===== src/hdl/cdwe_pkg.sv =====
// Shared widths, constants and channel types of the clock drift window estimator.
package cdwe_pkg;

    localparam int TS_W    = 40;
    localparam int WALL_W  = 32;
    localparam int CC_W    = 21;
    localparam int OC_W    = 16;
    localparam int LEN_W   = 10;
    localparam int SEQ_W   = 8;
    localparam int TPM_W   = 26;
    localparam int CI_W    = 17;
    localparam int CO_W    = 19;
    localparam int CU_W    = 32;
    localparam int E_W     = 58;
    localparam int DIV_W   = 64;
    localparam int QUOT_W  = 18;
    localparam int NB_W    = 5;
    localparam int FRAC_W  = 27;
    localparam int Q0_W    = 5;
    localparam int DIGIT_W = 4;
    localparam int DIG_W   = 3;
    localparam int DIGITS  = 8;

    // Job sums are sized for the largest supported window of 256 frames.
    localparam int CSUM_W = 29;
    localparam int OSUM_W = 24;

    localparam int JOBQ_DEPTH = 2;

    localparam int CARRIER_SHIFT = 31;
    localparam int OFFSET_SHIFT  = 4;
    localparam int SAT_QUOT      = 22;

    localparam logic [TPM_W-1:0]  TPM_RESET   = 26'd63897600;
    localparam logic [FRAC_W-1:0] CENTI_SCALE = 27'd100000000;
    localparam logic [6:0]        PCT_SCALE   = 7'd100;
    localparam logic [SEQ_W-1:0]  SEQ_NONE    = 8'hFF;
    localparam logic [LEN_W-1:0]  MIN_LEN     = 10'd3;
    localparam logic [CU_W-1:0]   CU_MAX      = 32'h7FFF_FFFF;
    localparam logic [CU_W-1:0]   CU_MIN      = 32'h8000_0000;

    typedef struct packed {
        logic [SEQ_W-1:0]         seq;
        logic signed [CSUM_W-1:0] csum;
        logic signed [OSUM_W-1:0] osum;
        logic [TS_W-1:0]          ticks;
        logic [WALL_W-1:0]        ms;
    } t_job;

    typedef struct packed {
        logic              start;
        logic [DIV_W-1:0]  num;
        logic [DIV_W-1:0]  den_top;
        logic [NB_W-1:0]   nbits;
    } t_div_req;

    typedef struct packed {
        logic              busy;
        logic              done;
        logic [QUOT_W-1:0] quot;
        logic [DIV_W-1:0]  rem;
    } t_div_rsp;

endpackage


===== src/hdl/cdwe_div.sv =====
// Restoring divider, one quotient bit per cycle, shared by all window divisions.
module cdwe_div import cdwe_pkg::*; (
    input  logic     i_clk,
    input  logic     i_rst_n,
    input  t_div_req i_req,
    output t_div_rsp o_rsp
);

    logic              r_busy;
    logic              r_done;
    logic [NB_W-1:0]   r_cnt;
    logic [DIV_W-1:0]  r_rem;
    logic [DIV_W-1:0]  r_dsh;
    logic [QUOT_W-1:0] r_quot;

    logic ge;

    assign ge = (r_rem >= r_dsh);

    always_ff @(posedge i_clk) begin
        if (!i_rst_n) begin
            r_busy <= 1'b0;
            r_done <= 1'b0;
            r_cnt  <= '0;
        end else if (i_req.start) begin
            r_busy <= 1'b1;
            r_done <= 1'b0;
            r_cnt  <= i_req.nbits;
            r_rem  <= i_req.num;
            r_dsh  <= i_req.den_top;
            r_quot <= '0;
        end else if (r_busy) begin
            r_rem  <= ge ? r_rem - r_dsh : r_rem;
            r_quot <= {r_quot[QUOT_W-2:0], ge};
            r_dsh  <= r_dsh >> 1;
            r_cnt  <= r_cnt - 1'b1;
            if (r_cnt == NB_W'(1)) begin
                r_busy <= 1'b0;
                r_done <= 1'b1;
            end
        end else begin
            r_done <= 1'b0;
        end
    end

    assign o_rsp.busy = r_busy;
    assign o_rsp.done = r_done;
    assign o_rsp.quot = r_quot;
    assign o_rsp.rem  = r_rem;

    a_busy_counts: assert property (@(posedge i_clk) disable iff (!i_rst_n)
        r_busy |-> (r_cnt != '0))
        else $error("divider busy with no steps left");

endmodule


===== config.mk =====
export PLATFORM = sky130hd
export DESIGN_NAME = cdwe_div
export DESIGN_NICKNAME = d
export VERILOG_FILES = /design/src/hdl/cdwe_pkg.sv /design/src/hdl/cdwe_div.sv
export SDC_FILE = /design/constraint.sdc
export NUM_CORES = 1
export LEC_CHECK = 0
export BUFFER_PORTS_ARGS = -buffer_cell sky130_fd_sc_hd__buf_2
export CORE_MARGIN = 3
export CORE_UTILIZATION = 46
export DETAILED_ROUTE_END_ITERATION = 6
export PLACE_DENSITY = 0.77
export SETUP_SLACK_MARGIN = 0.3
export SLEW_MARGIN = 20
export SYNTH_ARGS = -nofsm -noshare
export SYNTH_HDL_FRONTEND = slang
export SYNTH_SLANG_ARGS = --single-unit

===== constraint.sdc =====
create_clock -name i_clk -period 10.3 [get_ports i_clk]
set_input_delay 0.515 -clock i_clk [delete_from_list [all_inputs] [get_ports i_clk]]
set_output_delay 0.515 -clock i_clk [all_outputs]
set_load 0.05 [all_outputs]

==> impl_metrics.toml <==
[status]
run_status = "finished with violations"
violations_in_the_final_reports = "design-rule violations"

[place]
gpl_wtd_cong = 0.9670
post-dp-hpwl_um = 22510
placement.io_buffers = 219

[global_route]
gr-max-usage-layer = "met2"
groute.usage.overall = 0.2400
grt_max_degree = 119
use_met2 = 0.3773
number_of_antenna_violations_at_the_first_check_in_global_routing = 7
met1_track_demand_over_resource = 0.3294
globalRouteOverflowTotal = 0
gr-usage-met3 = 0.04923
grt_pass1_wl_um = 46900
grt_pass1_vias = 9163

[timing]
fin_setup_tns_ps = 0
rsz0062_at_grt = "no"
max_slew.worst_pin.slew_ps = 1016
slew-limit-headroom = 0.3219
finish_stage_setup_viols = 0
hold_viol = 0
slew_viol_final = 0
layout_min_cycle_time_ps = 3663
hold-worst-slack_ps = 299.6
fin_crit_sh = 0.3556
finalClockSkew_ps = 13.29
fmax_ghz = 0.2730

[worst_hold_path]
min-delay-path-class = "in -> reg"
hold_depth = 2
hold_path.startpoint = "i_req[0]"
whs_endpoint = "r_cnt[0]"

[synth]
syn_area_per_cell_um2 = 8.904
synth_most_common_cell = "nand2_1"
cell_types_with_the_largest_area_share_after_synthesis = "edfxtp_1, ha_1, o21ai_0"
synth_enable_flop_cells = 146
synth_commonest_cells = "nand2_1, o21ai_0, edfxtp_1, a21oi_1, inv_1"
synth-async-reset-ratio = 0
synthCells = 1169
syn-num-nets = 1372
cell_type_with_the_highest_aggregate_area_in_the_netlist = "edfxtp_1"
flops_latches_synth = 153
yosysTopAreaCellShare = 0.4212
netlist_area_mm2 = 0.01041
seq_area_frac_synth = 0.4347
yosysWarnings = 0
ys_types = 62
ys_dominant_reg_cell = "edfxtp_1"

[clocking]
cts_sinks = 153
cts_tree = "built"
cts_buffer_depth = 2
clockRootBuffer = "clkbuf_16"
postcts_resize_cnt = 0
post-cts-setup-buffers = 0
hold_buffers = 0
clock_transition_at_the_registers_of_the_reported_paths_ps = 60
clock_latency_ps = 440
h-tree-depth = 4
cts_inserted_buffers = 17

[routing]
drc = 1
vias = 9603
drt_pass1_iterations = 7
dr.first_iter.drc_count = 1099
totalWireLength_um = 30130
final_antenna_net_count = 0
post_drt_wl_per_cell_um = 18.15
via_per_inst = 5.785

[cells_and_area]
final.fill_count = 2004
multi_input_combinational_cell_area_mm2 = 0.005384
proportion_of_layout_cells_with_a_drive_suffix_above_1 = 0.1945
areaGrowthSynthToFinish_pct = 18.49
seqCellArea_mm2 = 0.004524
finalCoreUtilization = 0.5599
num-nets-final = 1563

[critical_path]
worstReg2RegStart = "r_rem[0]"
cp.required_ps = 10430
rr_endpoint = "r_rem[36]"
timing.reg2reg.setup_slack_ps = 6640
critPathKind = "reg -> reg"
worst_r2r_path_depth = 14
timing.critical_path.from_type = "flip-flop"
cp.arrival_ps = 3790
crit_path_capture_type = "flip-flop"
cp_max_fo = 37

[floorplanning]
die-width_um = 156.4
design.die.area_mm2 = 0.02447
fp.dieH_um = 156.4
io_pins = 220
core.rowCount = 54
starting_utilization_of_the_core_area = 0.4726
core_mm2 = 0.02203

[power_and_ir_drop]
power.static_leakage_nw = 5.239
peakVddDrop_v = 0.00009829
p_per_area_mw_per_mm2 = 171.0

[job]
max_cap_violations = 0
placed cells by master (no fill, tap or decap), types with 8 or more instances in the layout:
| cell | instances |
|---|---|
| nor2b_1 | 24 |
| o21ai_1 | 25 |
| nand3_1 | 11 |
| edfxtp_1 | 146 |
| xor2_1 | 28 |
| nor4_1 | 8 |
| and3_1 | 17 |
| inv_1 | 82 |
| xnor2_1 | 26 |
| and2_1 | 8 |
| o211ai_1 | 9 |
| o21ai_0 | 150 |
| a31oi_1 | 12 |
| a211oi_1 | 10 |
| buf_2 | 218 |
| a21o_1 | 20 |
| o21a_1 | 11 |
| a21oi_1 | 93 |
| clkbuf_16 | 17 |
| nor2_1 | 55 |
| ha_1 | 66 |
| nand2_1 | 190 |
| o21bai_1 | 8 |
| nand4_1 | 21 |
| nor3_1 | 14 |
report_power, final:
part           leakage, nW  internal, W  switching [W]
logic                 3.50     0.000221       0.000455
registers             1.45     0.000754      0.0000238
clock network        0.286     0.000387       0.000269
critical path, cell delays in order, from the launching register on:
cell and delay, ps:
edfxtp_1 390, inv_1 70, ha_1 180, inv_1 60
fa_1 410, a21o_1 220, a311o_1 400, a21oi_4 220
o21a_1 220, o211ai_1 130, a21oi_1 250, nor2_1 70
o21ai_0 290, a221oi_4 120, buf_4 320
area by class of cell:
| class | instances | share of cell area |
|---|---|---|
| clock buffer | 20 | 0.03622 |
| timing repair buffer | 225 | 0.09303 |
| multi-input combinational | 880 | 0.4365 |
| sequential | 153 | 0.3668 |
| antenna | 7 | 0.001420 |
| inverter | 83 | 0.02536 |
| clock inverter | 12 | 0.01217 |
| tap | 280 | 0.02841 |
logic make-up after synthesis:
group,synth area share
mux,0.004087
xor+xnor,0.04544
fa+ha+maj,0.08126
flops,0.4347
compound gates,0.2178
buf+inv,0.04976
simple gates,0.1670
routing by layer:
| layer | part of all wire | routed length (um) |
|---|---|---|
| met4 | 0.027 | 811 |
| met5 | 0 | 0 |
| met2 | 0.46 | 13870 |
| met1 | 0.43 | 12980 |
| met3 | 0.082 | 2469 |
through the flow:
step	cells	instance area, um^2	worst slack, ps	power, W
finish	1660	12330	6637	0.002109
global route	1660	12330	6461	0.002201
CTS	1653	12320	6646	0.002104
detailed placement	1621	11720	6662	0.001449
global placement	1621	11720	6826	0.001437
floorplan	1169	10410	2602	0.001278
registers in the layout, summed over array words and instances, names as in the netlist:
register and cells:
r_busy 1, r_quot 18, r_done 1, r_rem 64, r_cnt 5, r_dsh 64
worst max path at each step:
stage	start	end
floorplan	r_rem[55]	r_rem[0]
global placement	r_rem[0]	r_rem[14]
detailed placement	r_rem[0]	r_rem[2]
CTS	r_rem[0]	r_rem[36]
global route	r_rem[0]	r_rem[35]
finish	r_rem[0]	r_rem[36]
Note: power is estimated with default switching activity, not from simulation.
