==> src/hdl/cdwe_pkg.sv <==
// Shared widths, constants and channel types of the clock drift window estimator.
package cdwe_pkg;

    localparam int TS_W    = 40;
    localparam int WALL_W  = 32;
    localparam int CC_W    = 21;
    localparam int OC_W    = 16;
    localparam int LEN_W   = 10;
    localparam int SEQ_W   = 8;
    localparam int TPM_W   = 26;
    localparam int CI_W    = 17;
    localparam int CO_W    = 19;
    localparam int CU_W    = 32;
    localparam int E_W     = 58;
    localparam int DIV_W   = 64;
    localparam int QUOT_W  = 18;
    localparam int NB_W    = 5;
    localparam int FRAC_W  = 27;
    localparam int Q0_W    = 5;
    localparam int DIGIT_W = 4;
    localparam int DIG_W   = 3;
    localparam int DIGITS  = 8;

    // Job sums are sized for the largest supported window of 256 frames.
    localparam int CSUM_W = 29;
    localparam int OSUM_W = 24;

    localparam int JOBQ_DEPTH = 2;

    localparam int CARRIER_SHIFT = 31;
    localparam int OFFSET_SHIFT  = 4;
    localparam int SAT_QUOT      = 22;

    localparam logic [TPM_W-1:0]  TPM_RESET   = 26'd63897600;
    localparam logic [FRAC_W-1:0] CENTI_SCALE = 27'd100000000;
    localparam logic [6:0]        PCT_SCALE   = 7'd100;
    localparam logic [SEQ_W-1:0]  SEQ_NONE    = 8'hFF;
    localparam logic [LEN_W-1:0]  MIN_LEN     = 10'd3;
    localparam logic [CU_W-1:0]   CU_MAX      = 32'h7FFF_FFFF;
    localparam logic [CU_W-1:0]   CU_MIN      = 32'h8000_0000;

    typedef struct packed {
        logic [SEQ_W-1:0]         seq;
        logic signed [CSUM_W-1:0] csum;
        logic signed [OSUM_W-1:0] osum;
        logic [TS_W-1:0]          ticks;
        logic [WALL_W-1:0]        ms;
    } t_job;

    typedef struct packed {
        logic              start;
        logic [DIV_W-1:0]  num;
        logic [DIV_W-1:0]  den_top;
        logic [NB_W-1:0]   nbits;
    } t_div_req;

    typedef struct packed {
        logic              busy;
        logic              done;
        logic [QUOT_W-1:0] quot;
        logic [DIV_W-1:0]  rem;
    } t_div_rsp;

endpackage

==> src/hdl/cdwe_front.sv <==
// Frame intake: filters bad frames, holds the reference and the window sums, issues jobs.
module cdwe_front import cdwe_pkg::*; #(
    parameter int WINDOW_PACKETS = 16
) (
    input  logic                    i_clk,
    input  logic                    i_rst_n,
    input  logic                    i_push,
    output logic                    o_full,
    input  logic                    i_frame_good,
    input  logic [TS_W-1:0]         i_rx_timestamp,
    input  logic [WALL_W-1:0]       i_wall_ms,
    input  logic signed [CC_W-1:0]  i_carrier_count,
    input  logic signed [OC_W-1:0]  i_offset_count,
    input  logic [LEN_W-1:0]        i_frame_length,
    input  logic [SEQ_W-1:0]        i_payload_seq_byte,
    input  logic                    i_q_full,
    output logic                    o_q_push,
    output t_job                    o_q_job
);

    localparam int CNT_W = $clog2(WINDOW_PACKETS);
    localparam int CS_W  = CC_W + CNT_W;
    localparam int OS_W  = OC_W + CNT_W;

    logic                   r_have_ref;
    logic [TS_W-1:0]        r_ref_ts;
    logic [WALL_W-1:0]      r_ref_wall;
    logic signed [CS_W-1:0] r_csum;
    logic signed [OS_W-1:0] r_osum;
    logic [CNT_W-1:0]       r_count;

    logic                   good;
    logic                   last;
    logic [TS_W-1:0]        ref_ts;
    logic [WALL_W-1:0]      ref_wall;
    logic signed [CS_W-1:0] n_csum;
    logic signed [OS_W-1:0] n_osum;

    always_comb begin
        good     = i_push && !i_q_full && i_frame_good;
        last     = (r_count == CNT_W'(WINDOW_PACKETS - 1));
        ref_ts   = r_have_ref ? r_ref_ts : i_rx_timestamp;
        ref_wall = r_have_ref ? r_ref_wall : i_wall_ms;
        n_csum   = r_csum + CS_W'(i_carrier_count);
        n_osum   = r_osum + OS_W'(i_offset_count);

        o_q_push      = good && last;
        o_q_job.seq   = (i_frame_length >= MIN_LEN) ? i_payload_seq_byte : SEQ_NONE;
        o_q_job.csum  = CSUM_W'(n_csum);
        o_q_job.osum  = OSUM_W'(n_osum);
        o_q_job.ticks = i_rx_timestamp - ref_ts;
        o_q_job.ms    = i_wall_ms - ref_wall;
    end

    assign o_full = i_q_full;

    always_ff @(posedge i_clk) begin
        if (!i_rst_n) begin
            r_have_ref <= 1'b0;
            r_ref_ts   <= '0;
            r_ref_wall <= '0;
            r_csum     <= '0;
            r_osum     <= '0;
            r_count    <= '0;
        end else if (good) begin
            r_have_ref <= 1'b1;
            r_ref_ts   <= ref_ts;
            r_ref_wall <= ref_wall;
            if (last) begin
                r_csum  <= '0;
                r_osum  <= '0;
                r_count <= '0;
            end else begin
                r_csum  <= n_csum;
                r_osum  <= n_osum;
                r_count <= r_count + 1'b1;
            end
        end
    end

endmodule

==> config.mk <==
export PLATFORM = sky130hd
export DESIGN_NAME = cdwe_front
export DESIGN_NICKNAME = d
export VERILOG_FILES = /design/src/hdl/cdwe_pkg.sv /design/src/hdl/cdwe_front.sv
export SDC_FILE = /design/constraint.sdc
export NUM_CORES = 1
export LEC_CHECK = 0
export BUFFER_PORTS_ARGS = -buffer_cell sky130_fd_sc_hd__buf_4
export CAP_MARGIN = 15
export CELL_PAD_IN_SITES_DETAIL_PLACEMENT = 0
export CELL_PAD_IN_SITES_GLOBAL_PLACEMENT = 2
export CORE_MARGIN = 2
export CORE_UTILIZATION = 31
export DETAILED_ROUTE_END_ITERATION = 12
export PLACE_DENSITY = 0.91
export SLEW_MARGIN = 25
export SYNTH_ARGS = -nofsm -noshare
export SYNTH_HDL_FRONTEND = slang
export SYNTH_SLANG_ARGS = --single-unit
==> constraint.sdc <==
create_clock -name i_clk -period 5.1 [get_ports i_clk]
set_clock_uncertainty 0.15 [all_clocks]
set_input_delay 1.02 -clock i_clk [delete_from_list [all_inputs] [get_ports i_clk]]
set_output_delay 1.02 -clock i_clk [all_outputs]
set_load 0.05 [all_outputs]
==> run summary <==
row cnt -> 67
async set or reset register ratio after synthesis -> 0%
Clk Latency, worst-skew pair -> 0.43 ns
antenna violations before repair -> 0
Ant. Diodes -> 0
Seq/Total Area, Yosys -> 23.1%
CTS tree -> done
hold path depth -> 2
largest net degree at the start of global routing -> 120
Starting Density -> 31.5%
dpl hpwl -> 24900 µm
Core Area -> 33500 µm²
htree depth -> 4
Sink Count -> 122
I/O Pins -> 267
setup violators final -> 0
number of port buffers -> 266
Synth area leaders -> dfxtp_1 23%, ha_1 13%, mux2i_1 6.9%
leakage -> 0.00638 µW
syn_nets -> 1564
R2R cell count -> 11
Final ANT Viol Nets -> 0
Clock transition at path regs -> 0.06 ns
number of cells on the critical path -> 15
Cell Area, Placed -> 13300 µm²
pin slew with the least headroom to its limit -> 0.852 ns
PwrDens -> 316 nW/µm²
final wirelength -> 33000 µm
synthesized cell area -> 10600 µm²
via density per instance -> 5.12
fraction of layout instances using a drive strength above 1 -> 27.5%
Design Area, Final -> 14500 µm²
RSZ-0062 raised after global routing -> yes
setup TNS -> 0 ns
GP Congestion -> 0.881
final worst path period need -> 5.03 ns
Root Driver -> clkbuf_16
max incr delay on CP -> 0.41 ns
fin crit share -> 98.7%
crit start category -> input pin
CTS Buf Count -> 17
Worst VDD drop -> 222 µV
maxcap violations -> 0
Die Ht -> 189 µm
ys flop type -> dfxtp_1
grt total ovfl -> 0
count of pins over their slew limit -> 0
Area Growth Syn to Fin -> 36.7%
Synth area leader -> dfxtp_1
minimum hold slack -> 0.310 ns
Final WS setup -> 0.0655 ns
drt first pass iters -> 5
Synth top area share -> 23.1%
NumNets Final -> 1850
Total GRT Usage -> 17.9%
Die Area -> 35600 µm²
pre-CTS WS -> -0.259 ns
R2R Setup Slk -> 1.84 ns
vias in the first global route -> 10021
Final Hold Fails -> 0
syn avg cell area -> 8.05 µm²
crit path buf inv count -> 3
power after layout -> 4570 µW
run status -> finished, final reports clean
Critical Path AT -> 3.86 ns
Rel. slew slack -> 43.2%
slowest stage cell, crit path -> o41ai_4
global-route wire length before repair -> 51700 µm
# hold bufs at CTS -> 0
FF+latch count, synth -> 122
Syn Inst Count -> 1314
worst hold-check path type -> flop to flop
CP cell instances -> buf_6, inv_2, o21ai_2, ha_2, fa_2, nor2b_2, o2111ai_1, nand2_1, a21oi_2, o21a_1, o31a_1, o21a_2, o41ai_4, xor2_2, buf_6
Residual DRC -> 0
critical path type -> input pin to primary output
maximum buffer depth of the clock tree -> 2
crit end category -> primary output
Crit path required time -> 3.93 ns
DR WL/cell -> 16.0 µm
most used cell, CP -> buf_6
Syn. warnings -> 0
CP max FO -> 3
Yosys cell types -> 69
Die Width -> 189 µm
Crit path max-delay family -> compound AO/OA/AOI/OAI gates
vias post-DR -> 10544
Highest Clock Rate -> 0.199 GHz
Initial DRC Count -> 478
EDFF count, synth -> 0
## kinds of logic (layout without fill, tap and decap cells)
kind of cell | count (synthesis) | in the layout | share of synthesized area, %
compound gates | 419 | 419 | 27.2
fa+ha+maj | 118 | 118 | 14.2
simple gates | 377 | 377 | 16.2
flops | 122 | 122 | 23.1
buf+inv | 104 | 403 | 4.02
xor+xnor | 101 | 101 | 8.37
mux | 73 | 73 | 6.91
## worst register-to-register path: cells and delay by family (launching register included)
| family | cells | cell delay, ns |
|---|---|---|
| AOI/OAI and AO/OA | 7 | 1.57 |
| adders and majority gates | 2 | 0.63 |
| and+or+nand+nor | 2 | 0.50 |
| DFF | 1 | 0.31 |
## flip-flops by register name (all words and copies together), names as in the netlist
register,cells
r_ref_wall,32
r_count,4
r_osum,20
r_ref_ts,40
r_csum,25
r_have_ref,1
## synthesized netlist by cell type, types with 14 or more instances
| cell | n |
|---|---|
| nand2b_1 | 24 |
| clkbuf_1 | 38 |
| nor3_1 | 18 |
| xor2_1 | 39 |
| a21o_1 | 49 |
| a21oi_1 | 92 |
| buf_1 | 15 |
| nand2_1 | 89 |
| a22oi_1 | 22 |
| a211oi_1 | 80 |
| dfxtp_1 | 122 |
| mux2i_1 | 73 |
| inv_1 | 41 |
| o21ai_0 | 57 |
| xnor2_1 | 62 |
| nor2_1 | 163 |
| ha_1 | 114 |
| a22o_1 | 18 |
| nand3_1 | 27 |
| a31oi_1 | 14 |
## cell type report
type                    instances  area [µm²]
inverters                      41         158
fillers                      3390       19100
well taps                     448         561
flip-flops and latches        122        2450
clock buffers                  21         460
clock inverters                11        73.8
multi-input cells            1088        8120
repair buffers                330        2640
## repair_timing
item	4_1_cts	5_1_grt
buffers inserted	2	15
setup endpoints to repair	10	24
resized for setup	15	72
cloned	0	2
pin swaps	10	21
## where the power goes
group / switching, µW / internal (µW) / leakage [µW] / total [µW]
Clock: 495 / 643 / 0.000247 / 1140
Combinational: 1550 / 856 / 0.00514 / 2410
Sequential: 24.1 / 999 / 0.000996 / 1020
Total: 2070 / 2500 / 0.00638 / 4570
## layout by cell type, fill, tap and decap left out, drive strengths merged, types with 23 or more instances in the layout
master,n
o21ai,59
xnor2,62
ha,114
mux2i,73
nor2,164
a21o,49
a21oi,92
dfxtp,122
inv,40
nand2b,24
buf,328
nand2,90
nand3,27
clkbuf,23
xor2,39
a211oi,82
## path summary, 6_finish.rpt
| path | startpoint | end |
|---|---|---|
| worst min register to register | r_ref_wall[0]$_SDFFE_PN0P_ | r_ref_wall[0]$_SDFFE_PN0P_ |
| worst max-delay path | i_rx_timestamp[0] | o_q_job[70] |
| worst max register to register | r_csum[0]$_SDFFE_PN0P_ | r_csum[24]$_SDFFE_PN0P_ |
| worst min-delay path | r_ref_wall[0]$_SDFFE_PN0P_ | r_ref_wall[0]$_SDFFE_PN0P_ |
## metal layers
metal  vias up  GRT usage [%]  wire length, µm  share of wire [%]
met1      4932           23.9            15700                 48
met5         -              0                0                  0
met2       195           29.6            15600                 47
li1       5394              -                -                  -
met4         0           4.42              435                1.3
met3        23           3.58             1230                3.7
## per-stage QoR
step,instances,utilization (%)
2_1_floorplan,1314,-
3_3_place_gp,2010,39.7
3_5_place_dp,2010,39.7
4_1_cts,2044,41.6
5_1_grt,2061,43.1
6_report,2061,43.1
Note: power is estimated with default switching activity, not from simulation.
