File: config.mk
export PLATFORM = sky130hd
export DESIGN_NAME = cdwe_back
export DESIGN_NICKNAME = d
export VERILOG_FILES = /design/src/hdl/cdwe_pkg.sv /design/src/hdl/cdwe_back.sv
export SDC_FILE = /design/constraint.sdc
export NUM_CORES = 2
export LEC_CHECK = 0
export BUFFER_PORTS_ARGS = -buffer_cell sky130_fd_sc_hd__buf_2
export CAP_MARGIN = 10
export CELL_PAD_IN_SITES_DETAIL_PLACEMENT = 1
export CELL_PAD_IN_SITES_GLOBAL_PLACEMENT = 2
export CORE_ASPECT_RATIO = 0.75
export CORE_MARGIN = 10
export CORE_UTILIZATION = 41
export CTS_BUF_LIST = sky130_fd_sc_hd__clkbuf_8
export DETAILED_ROUTE_END_ITERATION = 6
export GPL_TIMING_DRIVEN = 0
export MAX_ROUTING_LAYER = met4
export PLACE_DENSITY = 0.9
export SYNTH_ARGS = -nofsm -noshare
export SYNTH_HDL_FRONTEND = slang
export SYNTH_SLANG_ARGS = --single-unit
File: constraint.sdc
create_clock -name i_clk -period 13.6 [get_ports i_clk]
set_clock_uncertainty 0.15 [all_clocks]
set_input_delay 0.68 -clock i_clk [delete_from_list [all_inputs] [get_ports i_clk]]
set_output_delay 0.68 -clock i_clk [all_outputs]
set_load 0.05 [all_outputs]
File: src/hdl/cdwe_pkg.sv
// Shared widths, constants and channel types of the clock drift window estimator.
package cdwe_pkg;

    localparam int TS_W    = 40;
    localparam int WALL_W  = 32;
    localparam int CC_W    = 21;
    localparam int OC_W    = 16;
    localparam int LEN_W   = 10;
    localparam int SEQ_W   = 8;
    localparam int TPM_W   = 26;
    localparam int CI_W    = 17;
    localparam int CO_W    = 19;
    localparam int CU_W    = 32;
    localparam int E_W     = 58;
    localparam int DIV_W   = 64;
    localparam int QUOT_W  = 18;
    localparam int NB_W    = 5;
    localparam int FRAC_W  = 27;
    localparam int Q0_W    = 5;
    localparam int DIGIT_W = 4;
    localparam int DIG_W   = 3;
    localparam int DIGITS  = 8;

    // Job sums are sized for the largest supported window of 256 frames.
    localparam int CSUM_W = 29;
    localparam int OSUM_W = 24;

    localparam int JOBQ_DEPTH = 2;

    localparam int CARRIER_SHIFT = 31;
    localparam int OFFSET_SHIFT  = 4;
    localparam int SAT_QUOT      = 22;

    localparam logic [TPM_W-1:0]  TPM_RESET   = 26'd63897600;
    localparam logic [FRAC_W-1:0] CENTI_SCALE = 27'd100000000;
    localparam logic [6:0]        PCT_SCALE   = 7'd100;
    localparam logic [SEQ_W-1:0]  SEQ_NONE    = 8'hFF;
    localparam logic [LEN_W-1:0]  MIN_LEN     = 10'd3;
    localparam logic [CU_W-1:0]   CU_MAX      = 32'h7FFF_FFFF;
    localparam logic [CU_W-1:0]   CU_MIN      = 32'h8000_0000;

    typedef struct packed {
        logic [SEQ_W-1:0]         seq;
        logic signed [CSUM_W-1:0] csum;
        logic signed [OSUM_W-1:0] osum;
        logic [TS_W-1:0]          ticks;
        logic [WALL_W-1:0]        ms;
    } t_job;

    typedef struct packed {
        logic              start;
        logic [DIV_W-1:0]  num;
        logic [DIV_W-1:0]  den_top;
        logic [NB_W-1:0]   nbits;
    } t_div_req;

    typedef struct packed {
        logic              busy;
        logic              done;
        logic [QUOT_W-1:0] quot;
        logic [DIV_W-1:0]  rem;
    } t_div_rsp;

endpackage

File: src/hdl/cdwe_back.sv
// Window arithmetic: means of both offsets and the cumulative drift, plus the result register.
module cdwe_back import cdwe_pkg::*; #(
    parameter int WINDOW_PACKETS = 16
) (
    input  logic                   i_clk,
    input  logic                   i_rst_n,
    input  t_job                   i_job,
    input  logic                   i_job_empty,
    output logic                   o_job_pop,
    input  logic [TPM_W-1:0]       i_tpm,
    output t_div_req               o_div_req,
    input  t_div_rsp               i_div_rsp,
    input  logic                   i_pop,
    output logic                   o_empty,
    output logic [SEQ_W-1:0]       o_sequence_res,
    output logic signed [CI_W-1:0] o_carrier_ppm_centi,
    output logic signed [CO_W-1:0] o_offset_ppm_centi,
    output logic signed [CU_W-1:0] o_cumulative_ppm_centi,
    output logic                   o_cumulative_valid
);

    localparam int PC_W  = CSUM_W + FRAC_W;
    localparam int PO_W  = OSUM_W + 7;
    localparam int E22_W = E_W + 5;
    localparam logic [DIV_W-1:0] WIN_DEN = DIV_W'(WINDOW_PACKETS) << (QUOT_W - 1);

    typedef enum logic [3:0] {
        S_IDLE,
        S_MUL,
        S_PREP,
        S_DIV_C,
        S_DIV_O,
        S_Q0,
        S_DIG,
        S_FIN,
        S_OUT
    } t_state;

    t_state                 r_state;
    t_job                   r_job;
    logic [PC_W-1:0]        r_prod_c;
    logic [PO_W-1:0]        r_prod_o;
    logic [E_W-1:0]         r_e;
    logic [E_W-1:0]         r_d;
    logic                   r_neg_d;
    logic [E22_W-1:0]       r_e22;
    logic signed [CI_W-1:0] r_ci;
    logic signed [CO_W-1:0] r_co;
    logic [Q0_W-1:0]        r_q0;
    logic [FRAC_W-1:0]      r_frac;
    logic [DIG_W-1:0]       r_dig;
    logic [CU_W-1:0]        r_cu;
    logic                   r_cv;
    logic                   r_o_vld;
    logic [SEQ_W-1:0]       r_o_seq;
    logic signed [CI_W-1:0] r_o_ci;
    logic signed [CO_W-1:0] r_o_co;
    logic [CU_W-1:0]        r_o_cu;
    logic                   r_o_cv;

    logic [CSUM_W-1:0]      mag_c;
    logic [OSUM_W-1:0]      mag_o;
    logic [E_W-1:0]         ticks;
    logic signed [CI_W-1:0] q_ci;
    logic signed [CO_W-1:0] q_co;
    logic [DIV_W-1:0]       rem10;
    logic [CU_W-1:0]        q_cu;
    logic                   sat;
    logic                   load_out;

    always_comb begin
        mag_c    = r_job.csum[CSUM_W-1] ? CSUM_W'(-r_job.csum) : CSUM_W'(r_job.csum);
        mag_o    = r_job.osum[OSUM_W-1] ? OSUM_W'(-r_job.osum) : OSUM_W'(r_job.osum);
        ticks    = E_W'(r_job.ticks);
        q_ci     = CI_W'(i_div_rsp.quot);
        q_co     = CO_W'(i_div_rsp.quot);
        rem10    = (i_div_rsp.rem << 3) + (i_div_rsp.rem << 1);
        q_cu     = CU_W'(r_q0) * CU_W'(CENTI_SCALE) + CU_W'(r_frac);
        sat      = (E22_W'(r_d) >= r_e22);
        load_out = (r_state == S_OUT) && (!r_o_vld || i_pop);
    end

    always_comb begin
        o_div_req.start   = 1'b0;
        o_div_req.num     = '0;
        o_div_req.den_top = WIN_DEN;
        o_div_req.nbits   = NB_W'(QUOT_W);
        unique case (r_state)
            S_PREP: begin
                o_div_req.start = 1'b1;
                o_div_req.num   = DIV_W'(r_prod_c >> CARRIER_SHIFT);
            end
            S_DIV_C: begin
                o_div_req.start = i_div_rsp.done;
                o_div_req.num   = DIV_W'(r_prod_o >> OFFSET_SHIFT);
            end
            S_DIV_O: begin
                o_div_req.start   = i_div_rsp.done && (r_e != '0) && !sat;
                o_div_req.num     = DIV_W'(r_d);
                o_div_req.den_top = DIV_W'(r_e) << 4;
                o_div_req.nbits   = NB_W'(Q0_W);
            end
            S_Q0, S_DIG: begin
                o_div_req.start   = i_div_rsp.done &&
                                    !(r_state == S_DIG && r_dig == DIG_W'(DIGITS - 1));
                o_div_req.num     = rem10;
                o_div_req.den_top = DIV_W'(r_e) << 3;
                o_div_req.nbits   = NB_W'(DIGIT_W);
            end
            default: begin
                o_div_req.start = 1'b0;
            end
        endcase
    end

    assign o_job_pop = (r_state == S_IDLE) && !i_job_empty;

    always_ff @(posedge i_clk) begin
        if (!i_rst_n) begin
            r_state <= S_IDLE;
            r_o_vld <= 1'b0;
        end else begin
            if (i_pop && r_o_vld) begin
                r_o_vld <= 1'b0;
            end
            unique case (r_state)
                S_IDLE: begin
                    if (!i_job_empty) begin
                        r_job   <= i_job;
                        r_state <= S_MUL;
                    end
                end
                S_MUL: begin
                    r_prod_c <= PC_W'(mag_c) * PC_W'(CENTI_SCALE);
                    r_prod_o <= PO_W'(mag_o) * PO_W'(PCT_SCALE);
                    r_e      <= E_W'(r_job.ms) * E_W'(i_tpm);
                    r_state  <= S_PREP;
                end
                S_PREP: begin
                    r_neg_d <= (ticks < r_e);
                    r_d     <= (ticks < r_e) ? r_e - ticks : ticks - r_e;
                    r_e22   <= (E22_W'(r_e) << 4) + (E22_W'(r_e) << 2) + (E22_W'(r_e) << 1);
                    r_state <= S_DIV_C;
                end
                S_DIV_C: begin
                    if (i_div_rsp.done) begin
                        r_ci    <= r_job.csum[CSUM_W-1] ? q_ci : -q_ci;
                        r_state <= S_DIV_O;
                    end
                end
                S_DIV_O: begin
                    if (i_div_rsp.done) begin
                        r_co <= r_job.osum[OSUM_W-1] ? -q_co : q_co;
                        if (r_e == '0) begin
                            r_cu    <= '0;
                            r_cv    <= 1'b0;
                            r_state <= S_OUT;
                        end else if (sat) begin
                            r_cu    <= r_neg_d ? CU_MIN : CU_MAX;
                            r_cv    <= 1'b1;
                            r_state <= S_OUT;
                        end else begin
                            r_state <= S_Q0;
                        end
                    end
                end
                S_Q0: begin
                    if (i_div_rsp.done) begin
                        r_q0    <= i_div_rsp.quot[Q0_W-1:0];
                        r_frac  <= '0;
                        r_dig   <= '0;
                        r_state <= S_DIG;
                    end
                end
                S_DIG: begin
                    if (i_div_rsp.done) begin
                        r_frac <= (r_frac << 3) + (r_frac << 1) +
                                  FRAC_W'(i_div_rsp.quot[DIGIT_W-1:0]);
                        if (r_dig == DIG_W'(DIGITS - 1)) begin
                            r_state <= S_FIN;
                        end else begin
                            r_dig <= r_dig + 1'b1;
                        end
                    end
                end
                S_FIN: begin
                    if (r_neg_d) begin
                        r_cu <= (q_cu >= CU_MIN) ? CU_MIN : ~q_cu + 1'b1;
                    end else begin
                        r_cu <= (q_cu >= CU_MIN) ? CU_MAX : q_cu;
                    end
                    r_cv    <= 1'b1;
                    r_state <= S_OUT;
                end
                S_OUT: begin
                    if (load_out) begin
                        r_o_vld <= 1'b1;
                        r_o_seq <= r_job.seq;
                        r_o_ci  <= r_ci;
                        r_o_co  <= r_co;
                        r_o_cu  <= r_cu;
                        r_o_cv  <= r_cv;
                        r_state <= S_IDLE;
                    end
                end
                default: begin
                    r_state <= S_IDLE;
                end
            endcase
        end
    end

    assign o_empty                = !r_o_vld;
    assign o_sequence_res         = r_o_seq;
    assign o_carrier_ppm_centi    = r_o_ci;
    assign o_offset_ppm_centi     = r_o_co;
    assign o_cumulative_ppm_centi = CU_W'(r_o_cu);
    assign o_cumulative_valid     = r_o_cv;

    a_hold_result: assert property (@(posedge i_clk) disable iff (!i_rst_n)
        (r_state == S_OUT && r_o_vld && !i_pop) |=> (r_state == S_OUT))
        else $error("result register overwritten before it was taken");

    a_div_idle_start: assert property (@(posedge i_clk) disable iff (!i_rst_n)
        o_div_req.start |-> !i_div_rsp.busy)
        else $error("divider started while still busy");

endmodule

==> flow_summary.ini <==
[detailed_routing]
wirelength_um = 314000
drt-initial-drc-count = 5825
vias = 65593
drtAntennaViolNets = 0
drc_errors = 6
dr.pass1.iters = 7
routedWlPerCell_um = 27.1
vias_per_cell = 5.64

[sta]
setup_viol = 0
hold_violations = 0
rsz0062_at_grt = no
relSlewSlack = 0.0380
fin_tns_setup_ps = 0
worst_slew_pin_slew_ps = 1440
slew_viol_final = 0
max_freq_mhz = 91.2
fin_crit_sh = 0.807
fin_crit_ps = 10970

[worst_setup_path]
worstReg2RegStart = r_job[124]
required_ps = 14080
path_max_fanout = 10
critPathCaptureType = register
critPathKind = register to register
critPathLaunch = r_job[124]
critPathArrivalTime_ps = 11450
cp-start-kind = register

[synthesis]
synth_warnings = 0
synth-edff-count = 545
yosys.cell_types.count = 100
synthCells = 8226
seq_area_frac_synth = 0.210
yosys_register_bits = 550
syn_area_sq_um = 78600
ys.flop_type = edfxtp_1
avgSynthCellArea_sq_um = 9.55
synth-async-reset-ratio = 0

[clock_network]
htreeDepth = 3
numCtsBuffers = 99
clock_latency_ps = 910
path_clk_slew_ps = 70
cts_tree = yes
clock_sinks = 550
clockRootBuffer = clkbuf_8
cts_buffer_depth = 3
cts_resized = 0

[floorplan]
num_rows = 139
dieWidth_um = 525
die_area_sq_um = 210000
num_io_pins = 460
core_area_sq_um = 191000
dieHeight_um = 399
initial_core_util = 0.411

[global_route]
grt_pass1_vias = 69915
gr-max-usage-layer = met2
use_met2 = 0.455
grt_util_met3 = 0.0620
grt_max_degree = 61
overflow = 0
grt_pass1_wl_um = 465000
grt.met1_usage = 0.410
track_usage = 0.303
antenna_found_initial = 28

[run_status]
violations = design-rule violations
outcome = finished, violations left

[final_layout]
final_common_cell = inv_1
nFillCells = 22071
syn2layout_area_growth_pct = 12.4
final_nets = 11109
drive_gt1_frac = 0.0820
final_cell_mix = 1512 x inv_1, 1067 x fa_1, 817 x ha_1
final_util = 0.462
fin_area_sq_um = 88300

[placement]
portBuffers = 451
place_congestion = 1.00
place_hpwl_um = 265000
post_dp_cell_area_sq_um = 84600

[run]
cap_viol_max_count = 0

[hold_path]
hold_class = primary input to register
min_from = i_div_rsp[82]
[layout make-up]
type	instances	area, sq um	area share
inverter	1494	5610	0.0635
timing repair buffer	646	4290	0.0486
clock inverter	83	766	0.00867
antenna	23	57.6	0.000652
clock buffer	99	1360	0.0154
multi-input combinational	5893	55400	0.627
buffer	294	1170	0.0133
tap	2538	3180	0.0360
sequential	550	16500	0.186
[cell usage after synthesis, types with 35 or more instances]
cell type | count | area share
o21ai_0 | 371 | 0.024
and2_1 | 420 | 0.033
o31ai_1 | 35 | 0.0033
nand4_1 | 67 | 0.0053
nand2b_1 | 55 | 0.0044
and3_1 | 44 | 0.0035
mux2i_1 | 39 | 0.0050
inv_1 | 1494 | 0.071
clkbuf_1 | 264 | 0.013
o21bai_1 | 68 | 0.0065
nand2_1 | 773 | 0.037
ha_1 | 817 | 0.13
nor3_1 | 79 | 0.0050
o21a_1 | 58 | 0.0055
o211ai_1 | 36 | 0.0034
edfxtp_1 | 545 | 0.21
xnor2_1 | 252 | 0.028
a31oi_1 | 43 | 0.0034
a21oi_1 | 443 | 0.028
a211oi_1 | 41 | 0.0039
nor2b_1 | 48 | 0.0038
fa_1 | 1067 | 0.27
nand3_1 | 98 | 0.0062
a21o_1 | 186 | 0.018
or3_1 | 40 | 0.0032
nor2_1 | 283 | 0.014
xor2_1 | 133 | 0.015
[sequential cells by signal, indices dropped and copies added, names as in the netlist, 4 cells and up]
register	cells
r_job	133
r_e22	62
r_d	58
r_e	58
o_cumulative_ppm_centi	32
r_cu	32
r_frac	27
r_prod_o	27
r_prod_c	25
o_offset_ppm_centi	19
r_co	19
o_carrier_ppm_centi	17
r_ci	17
o_sequence_res	8
r_q0	5
r_state	4
[worst max-delay path: stages, from the launching register on]
cell	delay [ps]
edfxtp_1	320
buf_2	250
clkbuf_1	870
clkbuf_1	880
o31ai_1	280
xnor2_1	670
inv_1	200
fa_1	490
fa_1	560
inv_1	60
fa_1	530
inv_1	60
fa_1	490
inv_1	60
fa_1	500
fa_1	440
ha_1	350
a21oi_1	190
o21ai_0	120
a221oi_1	650
nor3b_1	350
a211oi_1	260
a22o_1	310
a2111oi_0	800
o31ai_1	290
nor4_1	300
nor3_1	130
xnor2_1	140
[path summary, 6_finish.rpt]
path / slack (ps) / endpoint / cells after the start
setup / recovery: 2630 / r_prod_c[55] / 27
hold / removal: 140 / r_state[3] / 4
setup reg to reg: 2630 / r_prod_c[55] / 27
hold reg to reg: 260 / o_offset_ppm_centi[9] / 0
[through the flow]
stage                     hold WS, ps  setup WS, ps  cells
after floorplan                   250          3750   8231
after CTS                        29.0          2770  11595
after global placement            251          41.6  11220
after detailed placement          255          2870  11260
final                             137          2630  11620
after global routing              117          2120  11611
[routing by layer]
layer  share of wire  vias up
met5               0        -
met4           0.038        0
met3           0.083      466
met2            0.44     2609
met1            0.44    33853
li1                -    28665
[cells by family after synthesis]
| kind of cell | Yosys count | share of synthesized area |
|---|---|---|
| multiplexers | 49 | 0.00640 |
| AND/OR/NAND/NOR | 2048 | 0.129 |
| adder cells (fa/ha/maj) | 1884 | 0.402 |
| XOR/XNOR | 385 | 0.0429 |
| other | 1 | 0.0000477 |
| AO/OA/AOI/OAI | 1521 | 0.124 |
| flip-flops | 550 | 0.210 |
| buffers and inverters | 1788 | 0.0863 |
[timing repair]
action | CTS | global route
endpoints found under the hold margin | 174 | 0
hold buffers | 153 | 0
buffers inserted | 0 | 0
Power is left out: the tool's default activity adds up to more than one toggle a clock period on the data nets, which glitch-free logic cannot reach.
