$ cat config.mk
export PLATFORM = sky130hd
export DESIGN_NAME = cdwe_jobq
export DESIGN_NICKNAME = d
export VERILOG_FILES = /design/src/hdl/cdwe_pkg.sv /design/src/hdl/cdwe_jobq.sv
export SDC_FILE = /design/constraint.sdc
export NUM_CORES = 1
export LEC_CHECK = 0
export BUFFER_PORTS_ARGS = -buffer_cell sky130_fd_sc_hd__buf_2
export CAP_MARGIN = 20
export CORE_AREA = 4 4 189 191
export DETAILED_ROUTE_END_ITERATION = 8
export DIE_AREA = 0 0 193 195
export GPL_ROUTABILITY_DRIVEN = 1
export SLEW_MARGIN = 20
export SYNTH_ARGS = -nofsm -noshare
export SYNTH_HDL_FRONTEND = slang
export SYNTH_SLANG_ARGS = --single-unit
$ cat constraint.sdc
create_clock -name i_clk -period 8.88 [get_ports i_clk]
set_input_delay 1.776 -clock i_clk [delete_from_list [all_inputs] [get_ports i_clk]]
set_output_delay 1.776 -clock i_clk [all_outputs]
set_load 0.03 [all_outputs]
$ cat src/hdl/cdwe_pkg.sv
// Shared widths, constants and channel types of the clock drift window estimator.
package cdwe_pkg;

    localparam int TS_W    = 40;
    localparam int WALL_W  = 32;
    localparam int CC_W    = 21;
    localparam int OC_W    = 16;
    localparam int LEN_W   = 10;
    localparam int SEQ_W   = 8;
    localparam int TPM_W   = 26;
    localparam int CI_W    = 17;
    localparam int CO_W    = 19;
    localparam int CU_W    = 32;
    localparam int E_W     = 58;
    localparam int DIV_W   = 64;
    localparam int QUOT_W  = 18;
    localparam int NB_W    = 5;
    localparam int FRAC_W  = 27;
    localparam int Q0_W    = 5;
    localparam int DIGIT_W = 4;
    localparam int DIG_W   = 3;
    localparam int DIGITS  = 8;

    // Job sums are sized for the largest supported window of 256 frames.
    localparam int CSUM_W = 29;
    localparam int OSUM_W = 24;

    localparam int JOBQ_DEPTH = 2;

    localparam int CARRIER_SHIFT = 31;
    localparam int OFFSET_SHIFT  = 4;
    localparam int SAT_QUOT      = 22;

    localparam logic [TPM_W-1:0]  TPM_RESET   = 26'd63897600;
    localparam logic [FRAC_W-1:0] CENTI_SCALE = 27'd100000000;
    localparam logic [6:0]        PCT_SCALE   = 7'd100;
    localparam logic [SEQ_W-1:0]  SEQ_NONE    = 8'hFF;
    localparam logic [LEN_W-1:0]  MIN_LEN     = 10'd3;
    localparam logic [CU_W-1:0]   CU_MAX      = 32'h7FFF_FFFF;
    localparam logic [CU_W-1:0]   CU_MIN      = 32'h8000_0000;

    typedef struct packed {
        logic [SEQ_W-1:0]         seq;
        logic signed [CSUM_W-1:0] csum;
        logic signed [OSUM_W-1:0] osum;
        logic [TS_W-1:0]          ticks;
        logic [WALL_W-1:0]        ms;
    } t_job;

    typedef struct packed {
        logic              start;
        logic [DIV_W-1:0]  num;
        logic [DIV_W-1:0]  den_top;
        logic [NB_W-1:0]   nbits;
    } t_div_req;

    typedef struct packed {
        logic              busy;
        logic              done;
        logic [QUOT_W-1:0] quot;
        logic [DIV_W-1:0]  rem;
    } t_div_rsp;

endpackage

$ cat src/hdl/cdwe_jobq.sv
// Short job queue between the frame intake and the arithmetic back end.
module cdwe_jobq import cdwe_pkg::*; (
    input  logic i_clk,
    input  logic i_rst_n,
    input  logic i_push,
    input  t_job i_job,
    output logic o_full,
    input  logic i_pop,
    output t_job o_job,
    output logic o_empty
);

    localparam int PTR_W = $clog2(JOBQ_DEPTH);
    localparam int CNT_W = $clog2(JOBQ_DEPTH + 1);

    t_job             r_mem [JOBQ_DEPTH];
    logic [PTR_W-1:0] r_wr;
    logic [PTR_W-1:0] r_rd;
    logic [CNT_W-1:0] r_cnt;

    assign o_full  = (r_cnt == CNT_W'(JOBQ_DEPTH));
    assign o_empty = (r_cnt == '0);
    assign o_job   = r_mem[r_rd];

    always_ff @(posedge i_clk) begin
        if (i_push) begin
            r_mem[r_wr] <= i_job;
        end
    end

    always_ff @(posedge i_clk) begin
        if (!i_rst_n) begin
            r_wr  <= '0;
            r_rd  <= '0;
            r_cnt <= '0;
        end else begin
            if (i_push) begin
                r_wr <= (r_wr == PTR_W'(JOBQ_DEPTH - 1)) ? '0 : r_wr + 1'b1;
            end
            if (i_pop) begin
                r_rd <= (r_rd == PTR_W'(JOBQ_DEPTH - 1)) ? '0 : r_rd + 1'b1;
            end
            if (i_push && !i_pop) begin
                r_cnt <= r_cnt + 1'b1;
            end else if (i_pop && !i_push) begin
                r_cnt <= r_cnt - 1'b1;
            end
        end
    end

    a_no_push_full: assert property (@(posedge i_clk) disable iff (!i_rst_n)
        i_push |-> !o_full)
        else $error("job pushed into a full queue");

    a_no_pop_empty: assert property (@(posedge i_clk) disable iff (!i_rst_n)
        i_pop |-> !o_empty)
        else $error("job popped from an empty queue");

endmodule

==> results of run 1 <==
==> registers in the layout, indices dropped and copies added, names as in the netlist, named ones only <==
| signal | flops |
|---|---|
| r_wr | 1 |
| r_mem | 266 |
| r_rd | 1 |
| r_cnt | 2 |
==> cells in the mapped netlist <==
| cell type | n |
|---|---|
| mux2_4 | 70 |
| buf_2 | 6 |
| nor2_1 | 1 |
| mux2_2 | 63 |
| dfxtp_1 | 5 |
| a21boi_0 | 1 |
| inv_1 | 1 |
| ha_1 | 1 |
| o21ai_0 | 1 |
| xor2_1 | 2 |
| and2_1 | 4 |
| nor2b_1 | 2 |
| edfxtp_1 | 266 |
| o21a_1 | 1 |
| or3_1 | 1 |
| and2b_1 | 1 |
| buf_6 | 9 |
| xnor2_1 | 1 |
==> worst paths after layout <==
path / slack [ns] / start / to / cells past startpoint
setup / recovery: 4.31 / flip-flop / o_job[130] / 3
hold / removal: 0.52 / r_cnt[1] / r_cnt[1] / 2
setup reg to reg: 6.53 / r_wr / r_mem[0][90] / 2
hold reg to reg: 0.52 / r_cnt[1] / r_cnt[1] / 2
==> area by class of cell <==
class,instances,area [um^2]
Fill cell,3235,21200
Sequential cell,271,8090
Multi-Input combinational cell,149,1880
Timing Repair Buffer,277,1400
Clock buffer,40,820
Tap cell,455,569
Clock inverter,15,188
Inverter,1,3.75
Antenna cell,1,2.50
==> worst register-to-register path, stage by stage (launching register included) <==
cell and delay [ns]:
dfxtp_1 0.34, nor2b_4 0.79, buf_4 0.76
==> report_power, final <==
| part | switching [mW] | internal, mW |
|---|---|---|
| logic | 0.244 | 0.153 |
| registers | 0.0242 | 1.48 |
| clock network | 0.478 | 0.763 |
| total | 0.746 | 2.40 |
==> through the flow <==
stage,total power [mW],cell area (um^2),setup slack (ns)
after detailed placement,1.94,12000,4.80
after global routing,3.27,13000,4.17
after CTS,3.20,13000,4.24
after floorplan,1.82,10100,0.668
after global placement,1.93,12000,4.83
final,3.14,13000,4.31
==> kinds of logic after synthesis <==
kind of cell,synth area share
buf+inv,0.0134
xor+xnor,0.00260
simple gates,0.00545
mux,0.174
fa+ha+maj,0.00124
compound gates,0.00198
flops,0.801
==> per-layer routing <==
layer  up-vias  share of wire  GRT usage
met5         -        0.00065          0
met3        39          0.093     0.0359
met2       184           0.48      0.169
met1      2444           0.40      0.123
met4         2          0.025     0.0325
li1       2326              -          -
==> flow_metrics.py, run 1 <==
metrics = {
    "clock_network": {
        "cts_hold_buffers": 0,
        "cts_buffers": 30,
        "cts_tree": "done",
        "ctsLongestPathBuffers": 3,
        "htreeDepth": 1,
        "clkTransAtPathRegs_ns": 0.06,
        "cts_setup_buffers": 0,
        "cts_resized": 0,
        "cts_sinks": 271,
        "cts-root-buf": "clkbuf_16",
        "clk_latency_ns": 0.54,
    },
    "power_and_ir_drop": {
        "leakagePower_nw": 4.94,
        "peakVddDrop_mv": 0.150,
        "powerDensity_nw_per_um2": 242,
    },
    "floorplanning": {
        "start_util": 0.296,
        "rows": 68,
        "die_area_um2": 37600,
        "ios": 272,
        "dieWidth_um": 193,
        "core_um2": 34100,
        "die_y_um": 195,
    },
    "placement": {
        "io_buffer_count": 271,
        "dpl.cell_count": 1153,
        "gp_congestion": 0.693,
        "dpl.hpwl_mm": 13.2,
    },
    "synth": {
        "yosysWarnings": 0,
        "synth.net_count": 574,
        "synth-seq-cells": 271,
        "synth_cells": 436,
        "synth_top_cell_area_share": 0.791,
        "synth.distinct_cells": 18,
        "synth_top_cells_by_area": "edfxtp_1 (79%), mux2_4 (10%), mux2_2 (7.0%)",
        "ys_seq_area_frac": 0.801,
        "synth.largest_area_cell": "edfxtp_1",
        "syn_area_um2": 10100,
        "syn_area_per_cell_um2": 23.2,
    },
    "timing": {
        "slew_headroom": 0.330,
        "rsz0062_at_grt": "no",
        "worst_pin_slew_ns": 1.00,
        "setup_tns_ns": 0,
        "setup_viol": 0,
        "hold_viol": 0,
        "skew_ns": 0.00696,
        "drv_slew": 0,
        "period_minus_slack_ns": 4.57,
        "max_freq_mhz": 219,
        "min_period_over_period": 0.514,
        "fin_hold_ws_ns": 0.521,
    },
    "critical_path": {
        "critPathSlowestCell": "dfxtp_4",
        "cp-end-kind": "output pin",
        "path_max_fanout": 46,
        "cp.buffers_inverters": 2,
        "critPathKind": "flip-flop to output pin",
        "max_stage_delay_ns": 0.82,
        "worstSetupStartpointType": "flip-flop",
        "cp_cell_sequence": "buf_4 > mux2_2 > buf_2",
        "cp_data_required_time_ns": 7.10,
        "path_delay_family": "buffers and inverters",
        "cp.arrival_ns": 2.79,
    },
    "detailed_routing": {
        "num_vias": 4995,
        "wirelength_mm": 20.1,
        "viasPerCell": 4.13,
        "first_pass_iters": 4,
        "wl_per_cell_um": 16.7,
        "final_antenna_net_count": 0,
        "drtIter0Drc": 179,
        "route.detailed.drc": 0,
    },
    "final_layout": {
        "nets": 868,
        "final_util": 0.380,
        "fin_cells": 1209,
        "layout_common_cells": "buf_2 (271), edfxtp_1 (266), mux2_4 (70), mux2_2 (63), clkbuf_16 (31)",
        "drive_gt1_frac": 0.607,
        "area_delta_synth_final_pct": 28.4,
        "final_common_cell": "buf_2",
    },
    "global_routing": {
        "grt_pass1_wl_mm": 30.0,
        "grt_max_degree": 58,
        "grt_usage": 0.101,
        "grt_pass1_vias": 5405,
        "grt.overflow.total": 0,
        "antenna_found_initial": 2,
    },
    "job": {
        "max-cap-violations": 0,
    },
    "hold_path": {
        "hold_path_class": "flip-flop to flip-flop",
    },
    "outcome": {
        "status": "complete, no violations",
    },
}
No activity file was read; power rests on OpenSTA's default activity.
==> inputs of run 2 (changes only) <==
- clock period: 8.88 -> 3.9 ns (I/O delays scaled with it)
==> flow_metrics.py, run 2 (same netlist as run 1, synthesis figures left out) <==
metrics = {
    "final_layout": {
        "fin_cells": 1209,
        "fillers": 3234,
        "largest_reg_flops": 266,
        "reg.largest.list": "r_mem: 266 flops, r_cnt: 2 flops",
        "nets": 871,
        "regMostFlops": "r_mem",
        "layout_common_cells": "buf_2 (271), edfxtp_1 (266), mux2_4 (70), mux2_2 (63), clkbuf_16 (29)",
        "final_util": 0.379,
        "final_common_cell": "buf_2",
        "drive_gt1_frac": 0.610,
        "area_delta_synth_final_pct": 28.0,
        "stdcell_area_um2": 12900,
    },
    "timing": {
        "setup_ws_ns": 0.836,
        "setup_viol": 0,
        "fin_hold_ws_ns": 0.428,
        "drv_slew": 0,
        "slew_headroom": 0.428,
        "worst_pin_slew_ns": 0.859,
        "skew_ns": 0.00544,
        "period_minus_slack_ns": 3.06,
        "setup_tns_ns": 0,
        "hold_viol": 0,
        "min_period_over_period": 0.786,
        "rsz0062_at_grt": "no",
        "max_freq_mhz": 326,
    },
    "floorplanning": {
        "dieWidth_um": 193,
        "ios": 272,
        "die_area_um2": 37600,
        "die_y_um": 195,
        "core_um2": 34100,
        "rows": 68,
        "start_util": 0.296,
    },
    "detailed_routing": {
        "num_vias": 5043,
        "final_antenna_net_count": 0,
        "wirelength_mm": 21.0,
        "first_pass_iters": 4,
        "viasPerCell": 4.17,
        "drtIter0Drc": 127,
        "route.detailed.drc": 0,
        "wl_per_cell_um": 17.3,
    },
    "placement": {
        "gp_congestion": 0.683,
        "dpl_worst_slack_ns": 1.31,
        "dpl.cell_count": 1157,
        "dpl.hpwl_mm": 14.0,
        "io_buffer_count": 271,
        "dpl-instance-area_um2": 12000,
    },
    "critical_path": {
        "cp-end-kind": "output pin",
        "cp_cell_sequence": "buf_4 > mux2_2 > buf_2",
        "max_stage_delay_ns": 0.76,
        "path_max_fanout": 36,
        "worstSetupStartpointType": "flip-flop",
        "cp_data_required_time_ns": 3.12,
        "cp.arrival_ns": 2.28,
        "critPathKind": "flip-flop to output pin",
        "critPathSlowestCell": "dfxtp_4",
    },
    "clock_network": {
        "cts_tree": "done",
        "cts_hold_buffers": 0,
        "cts_buffers": 29,
        "htreeDepth": 1,
        "cts-root-buf": "clkbuf_16",
        "cts_sinks": 271,
        "clkTransAtPathRegs_ns": 0.06,
        "cts_resized": 0,
        "ctsLongestPathBuffers": 3,
        "cts_setup_buffers": 0,
        "clk_latency_ns": 0.53,
    },
    "global_routing": {
        "grt_pass1_wl_mm": 30.5,
        "grt_pass1_vias": 5369,
        "antenna_found_initial": 2,
        "grt_usage": 0.104,
        "grt_max_degree": 59,
        "grt.overflow.total": 0,
    },
    "power_and_ir_drop": {
        "powerDensity_nw_per_um2": 539,
        "peakVddDrop_mv": 0.351,
        "leakagePower_nw": 4.94,
        "finalPower_mw": 6.97,
    },
    "outcome": {
        "status": "complete, no violations",
    },
    "hold_path": {
        "hold_path_class": "input port to flip-flop",
    },
    "job": {
        "max-cap-violations": 0,
    },
}
run 2: cell count changes in the layout (fill, tap and decap cells not counted), sizes merged:
cell / before / now
clkinvlp: 2 / 0
clkbuf: 40 / 35
bufinv: 4 / 3
buf: 277 / 281
inv: 1 / 3
clkinv: 9 / 11
run 2: cell type report:
| class | count | area (um^2) | share of cell area |
|---|---|---|---|
| Clock buffer | 35 | 748 | 0.0579 |
| Sequential cell | 271 | 8090 | 0.626 |
| Timing Repair Buffer | 281 | 1460 | 0.113 |
| Inverter | 1 | 3.75 | 0.000290 |
| Multi-Input combinational cell | 149 | 1880 | 0.146 |
| Tap cell | 455 | 569 | 0.0440 |
| Clock inverter | 16 | 169 | 0.0131 |
| Antenna cell | 1 | 2.50 | 0.000194 |
run 2: report_power, final:
part	internal (mW)	switching, mW
logic	0.354	0.567
clock network	1.56	1.07
registers	3.37	0.0528
run 2: worst max-delay path: cells and delay by family, from the launching register on:
family / cells / cell delay (ns)
buf+inv: 2 / 0.60
flops: 1 / 0.76
mux: 1 / 0.37
run 2: layer usage:
metal  up-vias  track usage  wire length, um
li1       2333            -                -
met1      2487        0.120             7970
met2       190        0.179            10400
met3        29       0.0438             2210
met4         4       0.0252              369
met5         -            0               21
run 2: path summary, 6_finish.rpt:
kind	slack, ns	cells after the start	to	start
min reg2reg	0.55	2	r_cnt[1]	r_cnt[1]
min	0.43	1	r_mem[0][0]	i_job[0]
max	0.84	3	o_job[112]	flip-flop
max reg2reg	2.29	2	r_mem[1][13]	r_wr
==> inputs of run 3 (changes only) <==
- ABC_AREA: unset -> 1
- clock period: 3.9 -> 3.15 ns (I/O delays scaled with it)
==> flow_metrics.py, run 3 <==
metrics = {
    "detailed_routing": {
        "wl_per_cell_um": 16.7,
        "drtIter0Drc": 213,
        "wirelength_mm": 20.3,
        "dr_wl_met3_mm": 1.92,
        "first_pass_iters": 4,
        "num_vias": 5072,
        "topRoutingLayerUsed": "met5",
        "wl_met2_mm": 9.65,
        "met1Wirelength_mm": 8.23,
        "viasPerCell": 4.16,
        "route.detailed.drc": 0,
        "final_antenna_net_count": 0,
    },
    "synth": {
        "synth.net_count": 587,
        "synth-seq-cells": 271,
        "async_reset_ff_frac": 0,
        "yosysMostFrequentCell": "edfxtp_1",
        "synth.largest_area_cell": "edfxtp_1",
        "yosysWarnings": 0,
        "synth_top_cell_area_share": 0.790,
        "synth_edf_count": 266,
        "syn_area_per_cell_um2": 22.5,
        "synthTopCellsByCount": "edfxtp_1 (266), mux2_4 (70), mux2_2 (63), buf_6 (9), nor2_1 (9)",
        "syn_area_um2": 10100,
        "synth_top_flop_cell": "edfxtp_1",
        "synth.distinct_cells": 14,
        "synth_cells": 449,
        "synth_top_cells_by_area": "edfxtp_1 (79%), mux2_4 (10%), mux2_2 (7.0%)",
        "ys_seq_area_frac": 0.800,
    },
    "clock_network": {
        "cts_tree": "done",
        "cts-root-buf": "clkbuf_16",
        "cts_resized": 0,
        "cts_setup_buffers": 0,
        "cts_sinks": 271,
        "clkTransAtPathRegs_ns": 0.06,
        "cts_hold_buffers": 0,
        "ctsLongestPathBuffers": 3,
        "cts_buffers": 29,
        "clk_latency_ns": 0.53,
        "htreeDepth": 1,
    },
    "timing": {
        "setup_ws_ns": 0.599,
        "drv_slew": 0,
        "worst_pin_slew_ns": 0.529,
        "skew_ns": 0.0144,
        "period_minus_slack_ns": 2.55,
        "slew_headroom": 0.647,
        "setup_viol": 0,
        "min_period_over_period": 0.810,
        "setup_tns_ns": 0,
        "hold_viol": 0,
        "rsz0062_at_grt": "no",
        "max_freq_mhz": 392,
        "fin_hold_ws_ns": 0.279,
    },
    "final_layout": {
        "regMostFlops": "r_mem",
        "area_delta_synth_final_pct": 28.2,
        "reg.largest.list": "r_mem: 266 flops, r_cnt: 2 flops",
        "stdcell_area_um2": 13000,
        "fin_cells": 1220,
        "drive_gt1_frac": 0.595,
        "ff_latch_area_um2": 8090,
        "n_antenna_cell": 0,
        "nets": 881,
        "final_common_cell": "buf_2",
        "layout_common_cells": "buf_2 (271), edfxtp_1 (266), mux2_4 (70), mux2_2 (63), clkbuf_16 (29)",
        "fillers": 3184,
        "multi_input_area_um2": 1870,
        "largest_reg_flops": 266,
    },
    "critical_path": {
        "r2r-end": "r_mem[1][71]",
        "cp_data_required_time_ns": 2.52,
        "cp.arrival_ns": 1.92,
        "reg2reg_from": "r_wr",
        "r2r_slack_ns": 1.47,
        "r2r_cells": 3,
        "path_max_fanout": 70,
        "worstSetupEndpoint": "o_job[39]",
        "cp-end-kind": "output pin",
        "worstSetupStartpointType": "flip-flop",
        "critPathKind": "flip-flop to output pin",
    },
    "power_and_ir_drop": {
        "leakagePower_nw": 4.96,
        "p_clk_frac": 0.381,
        "combPwrFrac": 0.122,
        "peakVddDrop_mv": 0.414,
        "p_switching_mw": 2.01,
        "cellInternalPower_mw": 6.48,
        "powerDensity_nw_per_um2": 656,
        "power_frac_seq": 0.497,
        "sw_frac_of_total": 0.237,
    },
    "global_routing": {
        "grt_pass1_wl_mm": 29.7,
        "grt_usage": 0.100,
        "antenna_found_initial": 1,
        "grt.overflow.total": 0,
        "grt_max_degree": 71,
        "grt_pass1_vias": 5328,
    },
    "job": {
        "max-cap-violations": 0,
    },
    "hold_path": {
        "hold_path_class": "input port to flip-flop",
    },
    "placement": {
        "io_buffer_count": 271,
        "dpl-instance-area_um2": 12000,
        "gp_congestion": 0.700,
        "dpl.cell_count": 1167,
        "dpl.hpwl_mm": 13.4,
        "dpl_worst_slack_ns": 1.05,
    },
    "floorplanning": {
        "dieWidth_um": 193,
        "rows": 68,
        "start_util": 0.296,
        "die_area_um2": 37600,
        "die_y_um": 195,
        "ios": 272,
        "core_um2": 34100,
    },
    "outcome": {
        "status": "complete, no violations",
    },
}
-- run 3: cell count changes after synthesis, sizes merged, moves of 2 or more --
cell	previous run	this run
xor2	2	0
and2	4	0
inv	1	8
nor2	1	9
nor2b	2	0
nand2	0	8
-- run 3: power groups by stage --
stage / Sequential, mW / Combinational, mW / Clock (mW)
3_3_place_gp: 4.29 / 1.05 / 0
4_1_cts: 4.22 / 1.06 / 3.38
5_1_grt: 4.23 / 1.11 / 3.54
6_report: 4.22 / 1.04 / 3.24
2_1_floorplan: 4.29 / 0.716 / 0
3_5_place_dp: 4.30 / 1.06 / 0
-- run 3: layout make-up --
cell class              count  area share
clock buffers              32      0.0569
clock inverters            21      0.0137
inverters                   8     0.00261
multi-input cells         155       0.144
flip-flops and latches    271       0.624
well taps                 455      0.0439
repair buffers            278       0.115
-- run 3: worst min-delay path by stage --
stage / from / end / cells past startpoint
after floorplan: r_rd / flip-flop / 2
after global placement: r_rd / r_rd / 2
after detailed placement: r_rd / flip-flop / 2
after CTS: i_job[4] / r_mem[1][4] / 1
after global routing: i_job[4] / r_mem[0][4] / 1
final: i_job[4] / r_mem[1][4] / 1
-- run 3: metrics by stage --
stage | power (mW) | utilization
6_report | 8.49 | 0.380
5_1_grt | 8.87 | 0.380
4_1_cts | 8.66 | 0.380
3_5_place_dp | 5.35 | 0.353
3_3_place_gp | 5.33 | 0.353
2_1_floorplan | 5.01 | -
-- run 3: logic make-up after synthesis --
kind of cell,Yosys count,share of synthesized area
multiplexers,133,0.174
buffers and inverters,23,0.0160
adder cells (fa/ha/maj),1,0.00124
AND/OR/NAND/NOR,19,0.00743
flip-flops,271,0.800
AO/OA/AOI/OAI,2,0.000989
-- run 3: worst max-delay path, cell delays in order, from the launching register on --
cell	delay [ns]
dfxtp_4	0.37
buf_12	0.36
mux2_2	0.42
buf_2	0.19
-- run 3: metal layers --
metal | vias up | GRT usage
li1 | 2359 | -
met1 | 2480 | 0.124
met2 | 191 | 0.165
met3 | 40 | 0.0350
met4 | 2 | 0.0299
met5 | - | 0
